## src/fvpc_pkg.sv

```systemverilog
// shared types, codes and constants of the floating valve position control
package fvpc_pkg;

  localparam logic [1:0] KIND_TICK    = 2'd0;
  localparam logic [1:0] KIND_SET     = 2'd1;
  localparam logic [1:0] KIND_RESTART = 2'd2;

  localparam logic [1:0] DRV_STOP  = 2'd0;
  localparam logic [1:0] DRV_OPEN  = 2'd1;
  localparam logic [1:0] DRV_CLOSE = 2'd2;

  localparam logic [1:0] REG_OPEN_TIME = 2'd0;
  localparam logic [1:0] REG_DEADBAND  = 2'd1;
  localparam logic [1:0] REG_MARGIN    = 2'd2;

  localparam logic [9:0]  FULL_POWER  = 10'd1000;
  localparam logic [17:0] STEP_MS     = 18'd10;
  localparam logic [17:0] POS_MAX     = 18'h3ffff;
  localparam logic [17:0] MS_PER_S    = 18'd1000;
  localparam logic [15:0] TICKS_PER_S = 16'd100;

  localparam logic [7:0] OPEN_TIME_RST = 8'd10;
  localparam logic [7:0] DEADBAND_RST  = 8'd0;
  localparam logic [7:0] MARGIN_RST    = 8'd5;

  typedef struct packed {
    logic [7:0] open_time_s;
    logic [7:0] deadband_s;
    logic [7:0] safety_margin_s;
  } cfg_t;

  typedef struct packed {
    logic [1:0]  drive;
    logic        open_pin;
    logic        close_pin;
    logic [17:0] position_ms;
    logic        power_rejected;
  } res_t;

endpackage

```

## src/fvpc_in_if.sv

```systemverilog
// input channel: command transaction with kind and requested power
interface fvpc_in_if;
  logic       valid;
  logic       ready;
  logic [1:0] kind;
  logic [9:0] power_value;

  modport source (output valid, output kind, output power_value, input ready);
  modport sink (input valid, input kind, input power_value, output ready);
endinterface

```

## src/fvpc_out_if.sv

```systemverilog
// result channel: drive state, pin levels, position estimate and reject flag
interface fvpc_out_if;
  logic        valid;
  logic        ready;
  logic [1:0]  drive;
  logic        open_pin;
  logic        close_pin;
  logic [17:0] position_ms;
  logic        power_rejected;

  modport source (output valid, output drive, output open_pin, output close_pin,
                  output position_ms, output power_rejected, input ready);
  modport sink (input valid, input drive, input open_pin, input close_pin,
                input position_ms, input power_rejected, output ready);
endinterface

```

## src/fvpc_regs.sv

```systemverilog
// apb register file holding open time, deadband and safety margin
module fvpc_regs (
  input  logic               clk,
  input  logic               rst_n,
  input  logic               psel,
  input  logic               penable,
  input  logic               pwrite,
  input  logic [3:0]         paddr,
  input  logic [31:0]        pwdata,
  output logic [31:0]        prdata,
  output logic               pready,
  output fvpc_pkg::cfg_t     cfg
);

  logic [7:0] open_time_r, open_time_nxt;
  logic [7:0] deadband_r, deadband_nxt;
  logic [7:0] margin_r, margin_nxt;
  logic       wr_en;
  logic [1:0] idx;

  assign pready = 1'b1;
  assign idx    = paddr[3:2];
  assign wr_en  = psel && penable && pwrite;

  always_comb begin
    open_time_nxt = open_time_r;
    deadband_nxt  = deadband_r;
    margin_nxt    = margin_r;
    if (wr_en) begin
      case (idx)
        fvpc_pkg::REG_OPEN_TIME: open_time_nxt = pwdata[7:0];
        fvpc_pkg::REG_DEADBAND:  deadband_nxt  = pwdata[7:0];
        fvpc_pkg::REG_MARGIN:    margin_nxt    = pwdata[7:0];
        default: ;
      endcase
    end
  end

  always_ff @(posedge clk) begin
    if (!rst_n) begin
      open_time_r <= fvpc_pkg::OPEN_TIME_RST;
      deadband_r  <= fvpc_pkg::DEADBAND_RST;
      margin_r    <= fvpc_pkg::MARGIN_RST;
    end else begin
      open_time_r <= open_time_nxt;
      deadband_r  <= deadband_nxt;
      margin_r    <= margin_nxt;
    end
  end

  always_comb begin
    case (idx)
      fvpc_pkg::REG_OPEN_TIME: prdata = {24'd0, open_time_r};
      fvpc_pkg::REG_DEADBAND:  prdata = {24'd0, deadband_r};
      fvpc_pkg::REG_MARGIN:    prdata = {24'd0, margin_r};
      default:                 prdata = 32'd0;
    endcase
  end

  assign cfg.open_time_s     = open_time_r;
  assign cfg.deadband_s      = deadband_r;
  assign cfg.safety_margin_s = margin_r;

endmodule

```

## src/fvpc_core.sv

```systemverilog
// valve state and single pass tick, set power and restart update
module fvpc_core (
  input  logic            clk,
  input  logic            rst_n,
  input  logic            fire,
  input  logic [1:0]      kind,
  input  logic [9:0]      power_value,
  input  fvpc_pkg::cfg_t  cfg,
  output fvpc_pkg::res_t  res
);

  logic [15:0] ict_r, ict_nxt;
  logic [17:0] pos_r, pos_nxt;
  logic [9:0]  tp_r, tp_nxt;
  logic [1:0]  drv_r, drv_nxt;
  logic        rej;

  logic [17:0] target;
  logic [17:0] band;
  logic [17:0] diff;
  logic [18:0] pos_up;
  logic [8:0]  secs;
  logic [15:0] ict_load;

  assign target   = {8'd0, tp_r} * {10'd0, cfg.open_time_s};
  assign band     = {10'd0, cfg.deadband_s} * fvpc_pkg::MS_PER_S;
  assign diff     = (target > pos_r) ? target - pos_r : pos_r - target;
  assign pos_up   = {1'b0, pos_r} + {1'b0, fvpc_pkg::STEP_MS};
  assign secs     = {1'b0, cfg.open_time_s} + {1'b0, cfg.safety_margin_s};
  assign ict_load = {7'd0, secs} * fvpc_pkg::TICKS_PER_S;

  always_comb begin
    ict_nxt = ict_r;
    pos_nxt = pos_r;
    tp_nxt  = tp_r;
    drv_nxt = drv_r;
    rej     = 1'b0;
    case (kind)
      fvpc_pkg::KIND_TICK: begin
        if (ict_r != 16'd0) begin
          ict_nxt = ict_r - 16'd1;
          drv_nxt = fvpc_pkg::DRV_CLOSE;
        end else if (tp_r == fvpc_pkg::FULL_POWER) begin
          drv_nxt = fvpc_pkg::DRV_OPEN;
        end else if (tp_r == 10'd0) begin
          drv_nxt = fvpc_pkg::DRV_STOP;
        end else if (band != 18'd0 && diff < band) begin
          drv_nxt = fvpc_pkg::DRV_STOP;
        end else if (target > pos_r) begin
          drv_nxt = fvpc_pkg::DRV_OPEN;
          pos_nxt = pos_up[18] ? fvpc_pkg::POS_MAX : pos_up[17:0];
        end else if (target < pos_r) begin
          drv_nxt = fvpc_pkg::DRV_CLOSE;
          pos_nxt = (pos_r >= fvpc_pkg::STEP_MS) ? pos_r - fvpc_pkg::STEP_MS : 18'd0;
        end else begin
          drv_nxt = fvpc_pkg::DRV_STOP;
        end
      end
      fvpc_pkg::KIND_SET: begin
        if (power_value > fvpc_pkg::FULL_POWER) begin
          rej = 1'b1;
        end else begin
          tp_nxt = power_value;
        end
      end
      fvpc_pkg::KIND_RESTART: begin
        ict_nxt = ict_load;
        pos_nxt = 18'd0;
      end
      default: ;
    endcase
  end

  always_ff @(posedge clk) begin
    if (!rst_n) begin
      ict_r <= 16'd0;
      pos_r <= 18'd0;
      tp_r  <= 10'd0;
      drv_r <= fvpc_pkg::DRV_STOP;
    end else if (fire) begin
      ict_r <= ict_nxt;
      pos_r <= pos_nxt;
      tp_r  <= tp_nxt;
      drv_r <= drv_nxt;
    end
  end

  assign res.drive          = drv_nxt;
  assign res.open_pin       = (drv_nxt == fvpc_pkg::DRV_OPEN);
  assign res.close_pin      = (drv_nxt == fvpc_pkg::DRV_CLOSE);
  assign res.position_ms    = pos_nxt;
  assign res.power_rejected = rej;

`ifndef SYNTHESIS
  a_init_close: assert property (@(posedge clk) disable iff (!rst_n)
    fire && kind == fvpc_pkg::KIND_TICK && ict_r != 16'd0
    |=> drv_r == fvpc_pkg::DRV_CLOSE && pos_r == $past(pos_r))
    else $error("initial close tick did not close with position held");
  a_restart: assert property (@(posedge clk) disable iff (!rst_n)
    fire && kind == fvpc_pkg::KIND_RESTART |=> pos_r == 18'd0 && tp_r == $past(tp_r))
    else $error("restart did not clear position or lost target power");
  a_reject: assert property (@(posedge clk) disable iff (!rst_n)
    fire && kind == fvpc_pkg::KIND_SET && power_value > fvpc_pkg::FULL_POWER
    |=> tp_r == $past(tp_r))
    else $error("rejected power request changed the target");
  a_hold: assert property (@(posedge clk) disable iff (!rst_n)
    !fire |=> $stable(pos_r) && $stable(drv_r) && $stable(ict_r) && $stable(tp_r))
    else $error("valve state moved without a transaction");
`endif

endmodule

```

## src/floating_valve_position_control.sv

```systemverilog
// Three-point floating valve controller with an estimated travel position.
// One transaction is taken every clock cycle unless a stalled result holds it back.
// Its result passes from the input register, which holds the command, to the
// result register; the whole tick update (target product, deadband compare,
// step of ten ms) is done in the single stage between the two registers.
// While a result waits on a stalled result channel, the input register holds its
// transaction, so at most two transactions are in flight.
// Configuration writes are taken at any time through the apb port and
// should be made while no transaction is in flight.
module floating_valve_position_control (
  input  logic        clk,
  input  logic        rst_n,
  fvpc_in_if.sink     in_ch,
  fvpc_out_if.source  out_ch,
  input  logic        psel,
  input  logic        penable,
  input  logic        pwrite,
  input  logic [3:0]  paddr,
  input  logic [31:0] pwdata,
  output logic [31:0] prdata,
  output logic        pready
);

  fvpc_pkg::cfg_t cfg;
  fvpc_pkg::res_t res;

  logic       s1_v_r, s1_v_nxt;
  logic [1:0] s1_kind_r;
  logic [9:0] s1_power_r;
  logic       out_v_r, out_v_nxt;
  fvpc_pkg::res_t out_r;
  logic       adv;
  logic       fire;
  logic       in_acc;

  fvpc_regs u_regs (
    .clk     (clk),
    .rst_n   (rst_n),
    .psel    (psel),
    .penable (penable),
    .pwrite  (pwrite),
    .paddr   (paddr),
    .pwdata  (pwdata),
    .prdata  (prdata),
    .pready  (pready),
    .cfg     (cfg)
  );

  fvpc_core u_core (
    .clk         (clk),
    .rst_n       (rst_n),
    .fire        (fire),
    .kind        (s1_kind_r),
    .power_value (s1_power_r),
    .cfg         (cfg),
    .res         (res)
  );

  assign adv         = !out_v_r || out_ch.ready;
  assign fire        = s1_v_r && adv;
  assign in_ch.ready = !s1_v_r || adv;
  assign in_acc      = in_ch.valid && in_ch.ready;

  assign s1_v_nxt  = in_acc ? 1'b1 : (fire ? 1'b0 : s1_v_r);
  assign out_v_nxt = fire ? 1'b1 : (out_ch.ready ? 1'b0 : out_v_r);

  always_ff @(posedge clk) begin
    if (!rst_n) begin
      s1_v_r  <= 1'b0;
      out_v_r <= 1'b0;
    end else begin
      s1_v_r  <= s1_v_nxt;
      out_v_r <= out_v_nxt;
    end
  end

  always_ff @(posedge clk) begin
    if (in_acc) begin
      s1_kind_r  <= in_ch.kind;
      s1_power_r <= in_ch.power_value;
    end
    if (fire) begin
      out_r <= res;
    end
  end

  assign out_ch.valid          = out_v_r;
  assign out_ch.drive          = out_r.drive;
  assign out_ch.open_pin       = out_r.open_pin;
  assign out_ch.close_pin      = out_r.close_pin;
  assign out_ch.position_ms    = out_r.position_ms;
  assign out_ch.power_rejected = out_r.power_rejected;

`ifndef SYNTHESIS
  a_no_drop: assert property (@(posedge clk) disable iff (!rst_n)
    out_v_r && !out_ch.ready |=> out_v_r && $stable(out_r))
    else $error("stalled result was lost or changed");
  a_pins: assert property (@(posedge clk) disable iff (!rst_n)
    out_v_r |-> !(out_r.open_pin && out_r.close_pin))
    else $error("open and close lines driven together");
  a_fill: assert property (@(posedge clk) disable iff (!rst_n)
    in_acc |=> s1_v_r)
    else $error("accepted transaction not held in the input register");
`endif

endmodule
```

## src/flat_wrapper.sv

```systemverilog
// flat-port wrapper written by rule: the top's interface ports become plain ports
module floating_valve_position_control_flat 
  (clk, rst_n, psel, penable, pwrite, paddr, pwdata, prdata, pready, in_ch_valid, in_ch_kind, in_ch_power_value, in_ch_ready, out_ch_valid, out_ch_drive, out_ch_open_pin, out_ch_close_pin, out_ch_position_ms, out_ch_power_rejected, out_ch_ready);
  fvpc_in_if in_ch_i ();
  fvpc_out_if out_ch_i ();
  input  logic clk;
  input  logic rst_n;
  input  logic psel;
  input  logic penable;
  input  logic pwrite;
  input  logic [3:0] paddr;
  input  logic [31:0] pwdata;
  output logic [31:0] prdata;
  output logic pready;
  input wire logic [$bits(in_ch_i.valid)-1:0] in_ch_valid;
  input wire logic [$bits(in_ch_i.kind)-1:0] in_ch_kind;
  input wire logic [$bits(in_ch_i.power_value)-1:0] in_ch_power_value;
  output wire logic [$bits(in_ch_i.ready)-1:0] in_ch_ready;
  output wire logic [$bits(out_ch_i.valid)-1:0] out_ch_valid;
  output wire logic [$bits(out_ch_i.drive)-1:0] out_ch_drive;
  output wire logic [$bits(out_ch_i.open_pin)-1:0] out_ch_open_pin;
  output wire logic [$bits(out_ch_i.close_pin)-1:0] out_ch_close_pin;
  output wire logic [$bits(out_ch_i.position_ms)-1:0] out_ch_position_ms;
  output wire logic [$bits(out_ch_i.power_rejected)-1:0] out_ch_power_rejected;
  input wire logic [$bits(out_ch_i.ready)-1:0] out_ch_ready;
  assign in_ch_i.valid = in_ch_valid;
  assign in_ch_i.kind = in_ch_kind;
  assign in_ch_i.power_value = in_ch_power_value;
  assign in_ch_ready = in_ch_i.ready;
  assign out_ch_valid = out_ch_i.valid;
  assign out_ch_drive = out_ch_i.drive;
  assign out_ch_open_pin = out_ch_i.open_pin;
  assign out_ch_close_pin = out_ch_i.close_pin;
  assign out_ch_position_ms = out_ch_i.position_ms;
  assign out_ch_power_rejected = out_ch_i.power_rejected;
  assign out_ch_i.ready = out_ch_ready;
  floating_valve_position_control u_core (.clk(clk), .rst_n(rst_n), .in_ch(in_ch_i), .out_ch(out_ch_i), .psel(psel), .penable(penable), .pwrite(pwrite), .paddr(paddr), .pwdata(pwdata), .prdata(prdata), .pready(pready));
endmodule
```

## config.mk

```make
export PLATFORM = sky130hd
export DESIGN_NAME = floating_valve_position_control_flat
export DESIGN_NICKNAME = d
export VERILOG_FILES = /design/src/fvpc_pkg.sv /design/src/fvpc_in_if.sv /design/src/fvpc_out_if.sv /design/src/fvpc_regs.sv /design/src/fvpc_core.sv /design/src/floating_valve_position_control.sv /design/src/flat_wrapper.sv
export SDC_FILE = /design/constraint.sdc
export NUM_CORES = 1
export LEC_CHECK = 0
export ABC_AREA = 0
export BUFFER_PORTS_ARGS = -buffer_cell sky130_fd_sc_hd__buf_2
export CORE_MARGIN = 3
export CORE_UTILIZATION = 35
export CTS_CLUSTER_SIZE = 10
export DETAILED_ROUTE_END_ITERATION = 10
export SYNTH_ARGS = -nofsm -noshare
export SYNTH_HDL_FRONTEND = slang
export SYNTH_SLANG_ARGS = --single-unit
```

## constraint.sdc

```tcl
create_clock -name clk -period 9.4 [get_ports clk]
set_input_delay 1.88 -clock clk [delete_from_list [all_inputs] [get_ports clk]]
set_output_delay 1.88 -clock clk [all_outputs]
set_load 0.01 [all_outputs]
```

# Word level (Yosys, flattened, before mapping)
# Cells that the tools add are included.
[op_classes] n_addsub=6 n_mul=3 order_cmp=5 n_eq_ne=8 n_mux=25 bitwise=1 n_reduce_logical=22
[op_table] operator="two-way mux 18 bit" count=9
[op_table] operator="less-than comparator 18 bit" count=2
[op_table] operator="case mux 18 bit (2 select lines)" count=1
[op_table] operator="subtractor 18 bit" count=2
[op_table] operator="case mux 16 bit (2 select lines)" count=1
[op_table] operator="case mux 8 bit (3 select lines)" count=1
[op_table] operator="adder 18 x 4 -> 19 bit, second input constant" count=1
[op_table] operator=">= comparator 18 x 4 -> 1 bit, second input constant" count=1
[op_table] operator="greater-than comparator 18 bit" count=1
[op_table] operator="multiplier 10 x 8 -> 18 bit" count=1
[op_table] operator="nonzero test 18 bit" count=1
[op_table] operator="subtractor 18 x 4 -> 18 bit, second input constant" count=1
[op_table] operator="two-way mux 16 bit" count=1
[op_table] operator="nonzero test 16 bit" count=1
[op_table] operator="subtractor 16 x 1 -> 16 bit, second input constant" count=1
[op_table] operator="multiplier 8 x 7 -> 15 bit, second input constant" count=1
[op_table] operator="multiplier 9 x 5 -> 14 bit, second input constant" count=1
[op_table] operator="two-way mux 2 bit" count=7
[op_table] operator="equality test 10 bit, second input constant" count=1
[op_table] operator="greater-than comparator 10 bit, second input constant" count=1
[op_table] operator="zero test 10 bit" count=1
[op_table] operator="adder 8 x 8 -> 9 bit" count=1
[op_table] operator="equality test 2 x 1 -> 1 bit, second input constant" count=3
[op_table] operator="equality test 2 bit, second input constant" count=3
[op_table] operator="10 further kinds" count=26
[totals] regBits=107 in_bits=55 word_cells=86

# Logic depth before layout (Yosys ltp)
# Gate-level depths: netlist (run 1).
[depth] ltp_word=11 depth_mapped=43 depth_no_buf=39

# Cells and area by module
# From an unflattened synthesis (run 1), not the netlist that was laid out.
[hier_totals] hier_cells=1476 hier_area_um2=12776.0
[by_module_without_submodules] module="fvpc_core" n_inst=1 cells_per_inst=1282 area_per_inst_um2=10299.9 seq_area_each_um2=920.9
[by_module_without_submodules] module="fvpc_regs" n_inst=1 cells_per_inst=150 area_per_inst_um2=1321.3 seq_area_each_um2=480.5
[by_module_without_submodules] module="floating_valve_position_control" n_inst=1 cells_per_inst=44 area_per_inst_um2=1154.9 seq_area_each_um2=1091.0

# Worst setup path before layout (run 1)
# Ideal clock, no wire load.
[synth_timing] path_kind="flip-flop to flip-flop" from="register u_core.u_regs.open_time_r[7]" to="register u_core.out_r (netlist bit u_core.out_ch.position_ms[0]) (data pin)" setup_time_ps=256 t_arrival_ps=8567 required_time_ps=9144 setup_slack_ps=576 stages_incl_launch_ff=41 n_path_buf=6 period_less_slack_ps=8824 cell_sequence="dfxtp_1 > clkbuf_1 > and2_1 > fa_1 > inv_1 > fa_1 > inv_1 > fa_1 > inv_1 > fa_1 > inv_1 > ha_1 > buf_1 > and3_1 > a211oi_1 > o31ai_1 > a21oi_1 > xnor2_1 > [5 not listed] > a21o_1 > buf_2 > a21oi_2 > clkbuf_1 > nor2_1 > o311ai_0 > xor2_1 > ha_1 > a21oi_1 > nor2_1 > a211o_1 > a21o_1 > a22oi_1 > nor2_1 > or3_4 > buf_6 > a32oi_1 > nand2_1"
[synth_lines] element="start: declaration" line="fvpc_regs.sv:15" source="logic [7:0] open_time_r, open_time_nxt;"
[synth_lines] element="start signal: assignment" line="fvpc_regs.sv:41" source="open_time_r <= fvpc_pkg::OPEN_TIME_RST;"
[synth_lines] element="start signal: assignment" line="fvpc_regs.sv:45" source="open_time_r <= open_time_nxt;"
[synth_lines] element="end signal: assignment" line="floating_valve_position_control.sv:83" source="out_r <= res;"
[synth_lines] element="end: declaration" line="floating_valve_position_control.sv:31" source="fvpc_pkg::res_t out_r;"

==> run metrics, run 1 <==
Synth top area share=0.163; Relative slew margins=0.284; Post-CTS Hold Buffers=0; crit end category=flop; Worst-Margin Slew=between 1 and 1.5 ns; Die Wd=around 200 um; TritonCTS clock tree=done; share of cells above drive strength 1=0.153; diode count=0; worst stage delay on the critical path=roughly 0.57 ns; cell taking the most area after synthesis=ha_1; CTS Buf Count=9; Ys Warns=0; io pins=113; Worst-path clk slew=about 0.080 ns; DP Worst Slack=-0.117 ns; setup TNS=0 ns; Die Span Y=approximately 200 um; commonest non-fill, non-tap cells in the layout=inv_1 (185), ha_1 (162), nand2_1 (121); HPWL Detailed=about 29,000 um; Async SR Flop Fraction=0; FF/Latch Area=about 2500 um2; P_leak=about 7 nW; Pins Over Slew Limit=0; fin crit share=0.972; Setup Crit Path Kind=reg -> reg; gpl congestion=between 0.9 and 1; Maximum Capacitance Violations=0; clk sinks=roughly 110; Worst Path Max Fanout=8; predominant post-synthesis flop cell=dfxtp_1; number of global-route vias before repair=between 10k and 15k; Vias/cell=around 5.4; number of remaining DRC errors=0; Final Hold Vio Count=0; #FFs+latches synth=107; Max stage delay cell, worst path=or3_2; fin crit period=between 9 and 10 ns; Fmax=around 110 MHz; global-route wire length before repair=around 57,000 um; starting density of the core=0.357; crit start category=flop; initial antenna violation count=0; Final WS setup=0.259 ns; EDFF count, synth=35; via count=around 11k; Post-Layout Inst Area=14,600 um2; total die area=38,800 um2; Nets=around 1.9k; # fillers=3,635; PD cells=123 nW/um2; run status=complete, no violations; Tot GR Track Use=0.182; Hold Path Class=reg -> reg; clk buf depth=2; H-Tree Depth=3; Mean Syn Cell Area=roughly 8.4 um2; WL per Instance=between 15 and 20 um; commonest non-fill, non-tap cell in the layout=inv_1; VDD IR-drop max=0.000158 V; Multi-input gate area=between 9000 and 10,000 um2; drt first pass iters=5; Mapped Cells=~1.5k; sequential share of the synthesized area=0.195; Area contributors post-synth=ha_1 (16%), fa_1 (12%), dfxtp_1 (11%); placed cell area=about 14,000 um2; grt ovf=0; Layout Skew=approximately 0.011 ns; largest net degree at the start of global routing=46; row count=just under 70; Synth cell types=just under 90; Root Buffer=clkbuf_16; Detail Route Antenna Nets=0; Worst EP required=9.64 ns; final setup fails=0; Cell Area, Synth=about 13,000 um2; Fin Hold WS=0.490 ns; area grow syn2layout=14.4%; Port-buffer cells=61; Initial DRC Count=just under 800; total wire length=between 30,000 and 40,000 um; worst path arrival time=9.38 ns; clk_lat worst skew=around 0.38 ns; core area=about 36,000 um2
[worst paths after layout]
path / slack [ns] / end / depth (start not counted) / start
max: 0.26 / u_core.out_ch.position_ms[0]$_DFFE_PP_ / 39 / u_core.u_core.tp_r[1]$_SDFFE_PN0P_
min: 0.49 / u_core.u_core.ict_r[7]$_SDFFE_PN0P_ / 2 / u_core.u_core.ict_r[7]$_SDFFE_PN0P_
max reg2reg: 0.26 / u_core.out_ch.position_ms[0]$_DFFE_PP_ / 39 / u_core.u_core.tp_r[1]$_SDFFE_PN0P_
min reg2reg: 0.49 / u_core.u_core.ict_r[7]$_SDFFE_PN0P_ / 2 / u_core.u_core.ict_r[7]$_SDFFE_PN0P_
[sequential cells by signal, indices dropped and copies added, names as in the netlist]
name / cells
u_core.u_core.drv_r: 2
u_core.u_core.ict_r: 16
u_core.out_ch.close_pin: 1
u_core.u_regs.deadband_r: 8
u_core.u_regs.margin_r: 8
u_core.out_ch.power_rejected: 1
u_core.out_ch.open_pin: 1
u_core.s1_kind_r: 2
u_core.s1_v_r: 1
u_core.out_ch.position_ms: 18
u_core.s1_power_r: 10
u_core.u_regs.open_time_r: 8
u_core.u_core.pos_r: 18
u_core.out_ch.valid: 1
u_core.out_ch.drive: 2
u_core.u_core.tp_r: 10
[layout make-up]
type,count,area share
multi-input cells,1161,0.648
flip-flops and latches,107,0.173
repair buffers,158,0.0711
inverters,187,0.0481
well taps,461,0.0395
clock buffers,9,0.0154
clock inverters,7,0.00575
[kinds of logic (layout without fill, tap and decap cells)]
group                      Yosys count  in the layout  share of synthesized area
xor gates and xnor gates            54             54                     0.0371
DFF                                107            107                      0.195
adders and majority gates          241            241                      0.281
and+or+nand+nor                    457            458                      0.183
buffers and inverters              270            361                     0.0883
AOI/OAI and AO/OA                  334            334                      0.177
muxes                               49             49                     0.0388
other                                2             25                   0.000589
[routing by layer]
| metal | track usage | vias up | routed length (um) |
|---|---|---|---|
| met5 | 0 | - | 0 |
| met4 | 0.0473 | 0 | 629 |
| met3 | 0.0277 | 42 | 1690 |
| met2 | 0.312 | 274 | 17400 |
| met1 | 0.241 | 5438 | 16100 |
| li1 | - | 5442 | - |
[critical path, delay by kind of cell, from the launching register on]
family / cells / cell delay, ns
and+or+nand+nor: 10 / 1.69
xor gates and xnor gates: 2 / 0.56
buffers and inverters: 8 / 0.88
adders and majority gates: 7 / 2.86
muxes: 1 / 0.35
DFF: 1 / 0.37
AOI/OAI and AO/OA: 11 / 2.29
[metrics by stage]
step	std cells	util	total power [mW]
after floorplan	1537	-	1.07
after global placement	2063	0.390	1.33
after detailed placement	2063	0.390	1.35
after CTS	2079	0.400	1.76
after global routing	2090	0.408	1.92
final	2090	0.408	1.80
[synthesized netlist by cell type (8+ instances only)]
master	instances
nand4_1	15
o211ai_1	8
a22o_1	14
o21ai_0	62
clkbuf_1	43
or3_1	10
a211oi_1	18
xor2_1	18
nor2_1	108
nor2b_1	9
edfxtp_1	35
o22ai_1	18
nor4_1	8
nand3_1	24
a31oi_1	10
o21bai_1	13
inv_1	185
nor3_1	29
a21oi_1	82
dfxtp_1	72
mux2i_1	46
and3_1	13
or4_1	9
and2_1	70
ha_1	166
buf_2	9
fa_1	75
buf_4	25
nand2_1	123
a21o_1	24
xnor2_1	36
[where the power goes]
part           leakage, nW  switching [mW]  internal [mW]
Sequential           0.926          0.0190          0.495
Combinational         5.82           0.501          0.378
Clock                0.149           0.195          0.212
[repair_timing]
item / CTS / global route
pin swaps: 0 / 21
buffers inserted: 0 / 10
endpoints found under the setup margin: 28 / 42
endpoints found under the hold margin: 0 / 0
gates resized for setup: 7 / 53
cloned: 0 / 1
No activity file was read; power rests on OpenSTA's default activity.
==> run 2, diff against run 1 <==
- BUFFER_PORTS_ARGS: -buffer_cell sky130_fd_sc_hd__buf_2 -> unset
- DONT_BUFFER_PORTS: unset -> 1
- clock period: 9.4 -> 10.4 ns (I/O delays scaled with it)
==> run 2 against run 1 <==
Global-route usage down 0.46 points. Core utilization shrank 3.2 points. Largest cell class unchanged. Critical path depth stayed put. Critical path type unchanged. Register-to-register slack better by 0.26 ns. Die area unchanged. Highest routed layer unchanged. Fmax shrank 7.5%. Via count decreased by 4.8%.
==> run metrics, run 2 (synthesized netlist as in run 1, its figures left out) <==
worst hold stages=2 (unchanged); Worst EP required=10.52 ns (+0.88 ns); P_leak=6.22 nW (-9.7%); clk sinks=107 (unchanged); reg-to-reg endpoint=u_core.out_ch.position_ms[8]$_DFFE_PP_; Pins Over Slew Limit=0 (unchanged); number of global-route vias before repair=10.3k (-5.2%); diode count=0 (unchanged); Worst-path clk slew=0.08 ns (about the same); Final WS setup=0.516 ns (+0.257 ns); fin crit period=9.88 ns (+0.743 ns); clk_lat worst skew=0.37 ns (about the same); largest net degree at the start of global routing=46 (unchanged); CTS Buf Count=9 (unchanged); global-route wire length before repair=55,600 um (-2.8%); run status=complete, no violations; worst r2r src=u_core.u_regs.open_time_r[5]$_SDFFE_PN0P_; row count=69 (unchanged); commonest non-fill, non-tap cells in the layout=inv_1 (185), ha_1 (166), nand2_1 (123); setup TNS=0 ns (unchanged); total die area=38,800 um2 (unchanged); gpl congestion=0.928 (+0.72%); RSZ-0062 raised after global routing=false; fin crit share=0.950 (-0.0221); final setup fails=0 (unchanged); Hold Path Class=reg -> reg; Final Hold Vio Count=0 (unchanged); Maximum Capacitance Violations=0 (unchanged); Nets=1,781 (-7.2%); TritonCTS clock tree=done; io pins=113 (unchanged); Root Buffer=clkbuf_16; worst reg-to-reg path cell count=39 (unchanged); drt first pass iters=6 (+1); worst path arrival time=10.01 ns (+0.63 ns); worst stage delay on the critical path=0.53 ns (-0.04 ns); share of cells above drive strength 1=0.0477 (-0.105); via count=10.7k (-4.8%); core area=35,700 um2 (unchanged); Worst-Margin Slew=1.01 ns (-0.0592 ns); H-Tree Depth=3 (unchanged); WL per Instance=17.6 um (+3.0%); Tot GR Track Use=0.178 (-0.00456); Fmax=101 MHz (-7.5%); initial antenna violation count=0 (unchanged); Final Util=0.376 (-0.0319); DP Worst Slack=0.503 ns (+0.620 ns); clk buf depth=2 (unchanged); Worst Path Max Fanout=14 (+6); area grow syn2layout=5.51%; Relative slew margins=0.323 (+0.0396); Initial DRC Count=819 (+3.0%); starting density of the core=0.357 (unchanged); Min-Delay Startpoint=u_core.u_core.ict_r[14]$_SDFFE_PN0P_; grt ovf=0 (unchanged); Layout Skew=0.0103 ns (-0.000830 ns); crit start category=flop; crit end category=flop; Vias/cell=5.47 (+2.0%); R2R Setup Slk=0.52 ns (+0.26 ns); total wire length=34,400 um (-3.8%); HPWL Detailed=27,400 um (-4.0%); Setup Crit Path Kind=reg -> reg; hold endpoint=u_core.u_core.ict_r[14]$_SDFFE_PN0P_; Max stage delay cell, worst path=fa_1; VDD IR-drop max=0.0000672 V (-58%); total power draw=1.50 mW (-17%); Die Wd=197 um (unchanged); number of remaining DRC errors=0 (unchanged); PD cells=111 nW/um2 (-9.7%); Port-buffer cells=0 (-100%); Die Span Y=197 um (unchanged); commonest non-fill, non-tap cell in the layout=inv_1; Detail Route Antenna Nets=0 (unchanged)
run 2: cell count changes in the layout (fill, tap and decap cells not counted), moves of 5 or more:
cell	previous run	this run
buf_4	96	20
nor2_1	103	108
dfxtp_1	60	66
buf_2	61	0
run 2: final cells by class:
class | count | area [um2]
inverters | 187 | 702
clock inverters | 6 | 67.6
repair buffers | 20 | 150
flip-flops and latches | 107 | 2500
multi-input cells | 1160 | 9230
fillers | 3709 | 22300
well taps | 461 | 577
clock buffers | 10 | 229
run 2: power breakdown:
part / total [mW] / switching, mW / internal [mW]
clock network: 0.357 / 0.187 / 0.171
registers: 0.470 / 0.0220 / 0.448
logic: 0.671 / 0.410 / 0.261
run 2: worst max-delay path: cells and delay by family, from the launching register on:
| family | cells | cell delay [ns] |
|---|---|---|
| XOR/XNOR | 2 | 0.43 |
| flip-flops | 1 | 0.42 |
| AO/OA/AOI/OAI | 8 | 1.81 |
| buffers and inverters | 8 | 1.10 |
| adder cells (fa/ha/maj) | 7 | 3.18 |
| AND/OR/NAND/NOR | 14 | 2.68 |
run 2: per-stage QoR:
step / hold slack (ns) / instance area (um2) / instances
6_report: 0.503 / 13500 / 1951
5_1_grt: 0.557 / 13500 / 1951
4_1_cts: 0.501 / 13400 / 1951
3_5_place_dp: 0.481 / 13100 / 1935
3_3_place_gp: 0.479 / 13100 / 1935
2_1_floorplan: 0.461 / 12800 / 1537
run 2: metal layers:
| layer | GRT usage | share of wire | wire, um | vias to the layer above |
|---|---|---|---|---|
| met2 | 0.301 | 0.47 | 16200 | 336 |
| met4 | 0.0539 | 0.028 | 969 | 0 |
| li1 | - | - | - | 5170 |
| met1 | 0.241 | 0.45 | 15600 | 5082 |
| met3 | 0.0166 | 0.048 | 1640 | 75 |
| met5 | 0 | 0 | 0 | - |
run 2: how the worst max path moves through the flow:
stage / startpoint / to
6_report: u_core.u_regs.open_time_r[5]$_SDFFE_PN0P_ / u_core.out_ch.position_ms[8]$_DFFE_PP_
3_5_place_dp: u_core.u_regs.open_time_r[7]$_SDFFE_PN0P_ / u_core.out_ch.position_ms[8]$_DFFE_PP_
5_1_grt: u_core.u_regs.open_time_r[7]$_SDFFE_PN0P_ / u_core.out_ch.position_ms[8]$_DFFE_PP_
4_1_cts: u_core.u_regs.open_time_r[7]$_SDFFE_PN0P_ / u_core.out_ch.position_ms[8]$_DFFE_PP_
3_3_place_gp: u_core.u_regs.open_time_r[7]$_SDFFE_PN0P_ / u_core.out_ch.position_ms[8]$_DFFE_PP_
2_1_floorplan: u_core.u_regs.open_time_r[7]$_SDFFE_PN0P_ / u_core.out_ch.position_ms[0]$_DFFE_PP_
run 2: what timing repair did:
item	in CTS	in global routing
hold buffers	0	0
gates resized for setup	0	7
setup endpoints to repair	0	33
buffers inserted	0	0
==> run 3, diff against run 2 <==
- CTS_BUF_LIST: unset -> sky130_fd_sc_hd__clkbuf_8
==> run 3 against run 2 <==
Global-route usage barely moved. Worst setup slack worse by 0.026 ns. Via count hardly changed. Sequential share of layout area up 0.14 points. Sequential power barely moved. Largest cell class unchanged. Largest power group unchanged.
==> run metrics, run 3 (synthesized netlist as in run 1, its figures left out) <==
Root Buffer=clkbuf_8; Worst-Margin Slew=1.02 ns (+0.00850 ns); Non-Filler Instances=1,951 (unchanged); clk_lat worst skew=0.42 ns (+0.05 ns); FF/Latch Area=2500 um2 (unchanged); CTS Buf Count=9 (unchanged); final setup fails=0 (unchanged); Die Wd=197 um (unchanged); total wire length=34,400 um (-0.12%); RSZ-0062 raised after global routing=false; P_leak=6.18 nW (-0.68%); Die Span Y=197 um (unchanged); crit end category=flop; area grow syn2layout=4.71%; Worst-path clk slew=0.13 ns (+0.05 ns); Inst Count DP=1,935 (unchanged); H-Tree Depth=3 (unchanged); Final Hold Vio Count=0 (unchanged); Worst EP required=10.57 ns (+0.05 ns); Final WS setup=0.490 ns (-0.0260 ns); global-route wire length before repair=55,600 um (+0.14%); clk buf depth=2 (unchanged); starting density of the core=0.357 (unchanged); diode count=0 (unchanged); commonest non-fill, non-tap cells in the layout=inv_1 (186), ha_1 (166), nand2_1 (123); Vias/cell=5.47 (about the same); Fmax=101 MHz (-0.26%); switch share=0.431 (+0.0183); Int Power=0.803 mW (-8.7%); Layout Skew=0.0170 ns (+0.00678 ns); Sequential Power Share=0.333 (+0.019); fin crit period=9.91 ns (+0.0260 ns); HPWL Detailed=27,400 um (unchanged); Tot GR Track Use=0.178 (+0.000217); worst path arrival time=10.08 ns (+0.07 ns); Gates resized, CTS repair=0 (unchanged); DP Worst Slack=0.503 ns (unchanged); # fillers=3,722 (+0.35%); share of cells above drive strength 1=0.0477 (unchanged); Max stage delay cell, worst path=fa_1; Detail Route Antenna Nets=0 (unchanged); Worst Path Max Fanout=14 (unchanged); number of remaining DRC errors=0 (unchanged); setup TNS=0 ns (unchanged); Fin Hold WS=0.512 ns (+0.00836 ns); grt ovf=0 (unchanged); worst stage delay on the critical path=0.53 ns (about the same); Net Sw Power=0.609 mW (-1.6%); Multi-input gate area=9230 um2 (unchanged); clk sinks=107 (unchanged); TritonCTS clock tree=done; commonest non-fill, non-tap cell in the layout=inv_1; io pins=113 (unchanged); combinational share of power=0.475 (+0.027); via count=10.7k (+0.019%); VDD IR-drop max=0.0000635 V (-5.5%); Hold Path Class=reg -> reg; gpl congestion=0.928 (unchanged); total die area=38,800 um2 (unchanged); run status=complete, no violations; Setup Crit Path Kind=reg -> reg; PD cells=106 nW/um2 (-5.1%); Initial DRC Count=826 (+0.85%); Nets=1,781 (unchanged); core area=35,700 um2 (unchanged); Clk pwr share=0.192 (-0.047); Port-buffer cells=0 (unchanged); number of global-route vias before repair=10.3k (-0.32%); fin crit share=0.953 (+0.00250); largest net degree at the start of global routing=46 (unchanged); Post-CTS Hold Buffers=0 (unchanged); initial antenna violation count=0 (unchanged); total power draw=1.41 mW (-5.8%); crit start category=flop; Relative slew margins=0.318 (-0.00568); Pins Over Slew Limit=0 (unchanged); row count=69 (unchanged); Maximum Capacitance Violations=0 (unchanged); drt first pass iters=6 (unchanged); WL per Instance=17.6 um (-0.12%); setup repair bufs after CTS=0 (unchanged)
[run 3: cell type report]
type | instances | share of cell area
multi-input cells | 1160 | 0.691
well taps | 461 | 0.0432
clock inverters | 7 | 0.00534
inverters | 187 | 0.0526
repair buffers | 20 | 0.0112
flip-flops and latches | 107 | 0.187
clock buffers | 9 | 0.00928
[run 3: path summary, 6_finish.rpt]
path	startpoint	slack, ns	to	cells past startpoint
worst max-delay path	u_core.u_regs.open_time_r[5]$_SDFFE_PN0P_	0.49	u_core.out_ch.position_ms[8]$_DFFE_PP_	39
worst max register to register	u_core.u_regs.open_time_r[5]$_SDFFE_PN0P_	0.49	u_core.out_ch.position_ms[8]$_DFFE_PP_	39
worst min register to register	u_core.u_core.ict_r[4]$_SDFFE_PN0P_	0.51	u_core.u_core.ict_r[4]$_SDFFE_PN0P_	2
worst min-delay path	u_core.u_core.ict_r[4]$_SDFFE_PN0P_	0.51	u_core.u_core.ict_r[4]$_SDFFE_PN0P_	2
[run 3: power by group through the flow]
stage	clock network, mW	logic [mW]	registers [mW]
floorplan	0	0.498	0.469
global placement	0	0.642	0.480
detailed placement	0	0.654	0.480
CTS	0.278	0.658	0.471
global route	0.292	0.734	0.473
finish	0.271	0.670	0.471
[run 3: critical path, delay by kind of cell (launching register included)]
family / cells / cell delay (ns)
simple gates: 14 / 2.69
compound gates: 8 / 1.80
buf+inv: 8 / 1.08
flops: 1 / 0.44
fa+ha+maj: 7 / 3.19
xor+xnor: 2 / 0.42
[run 3: routing by layer]
metal  up-vias  track usage  wire, um
li1       5176            -         -
met4         0       0.0512       985
met1      5077        0.242     15600
met2       344        0.303     16200
met5         -            0         0
met3        68       0.0169      1620
[run 3: stage by stage]
stage                util  cell area [um2]
global placement    0.368            13100
finish              0.374            13400
global route        0.374            13400
CTS                 0.373            13300
detailed placement  0.368            13100
floorplan               -            12800
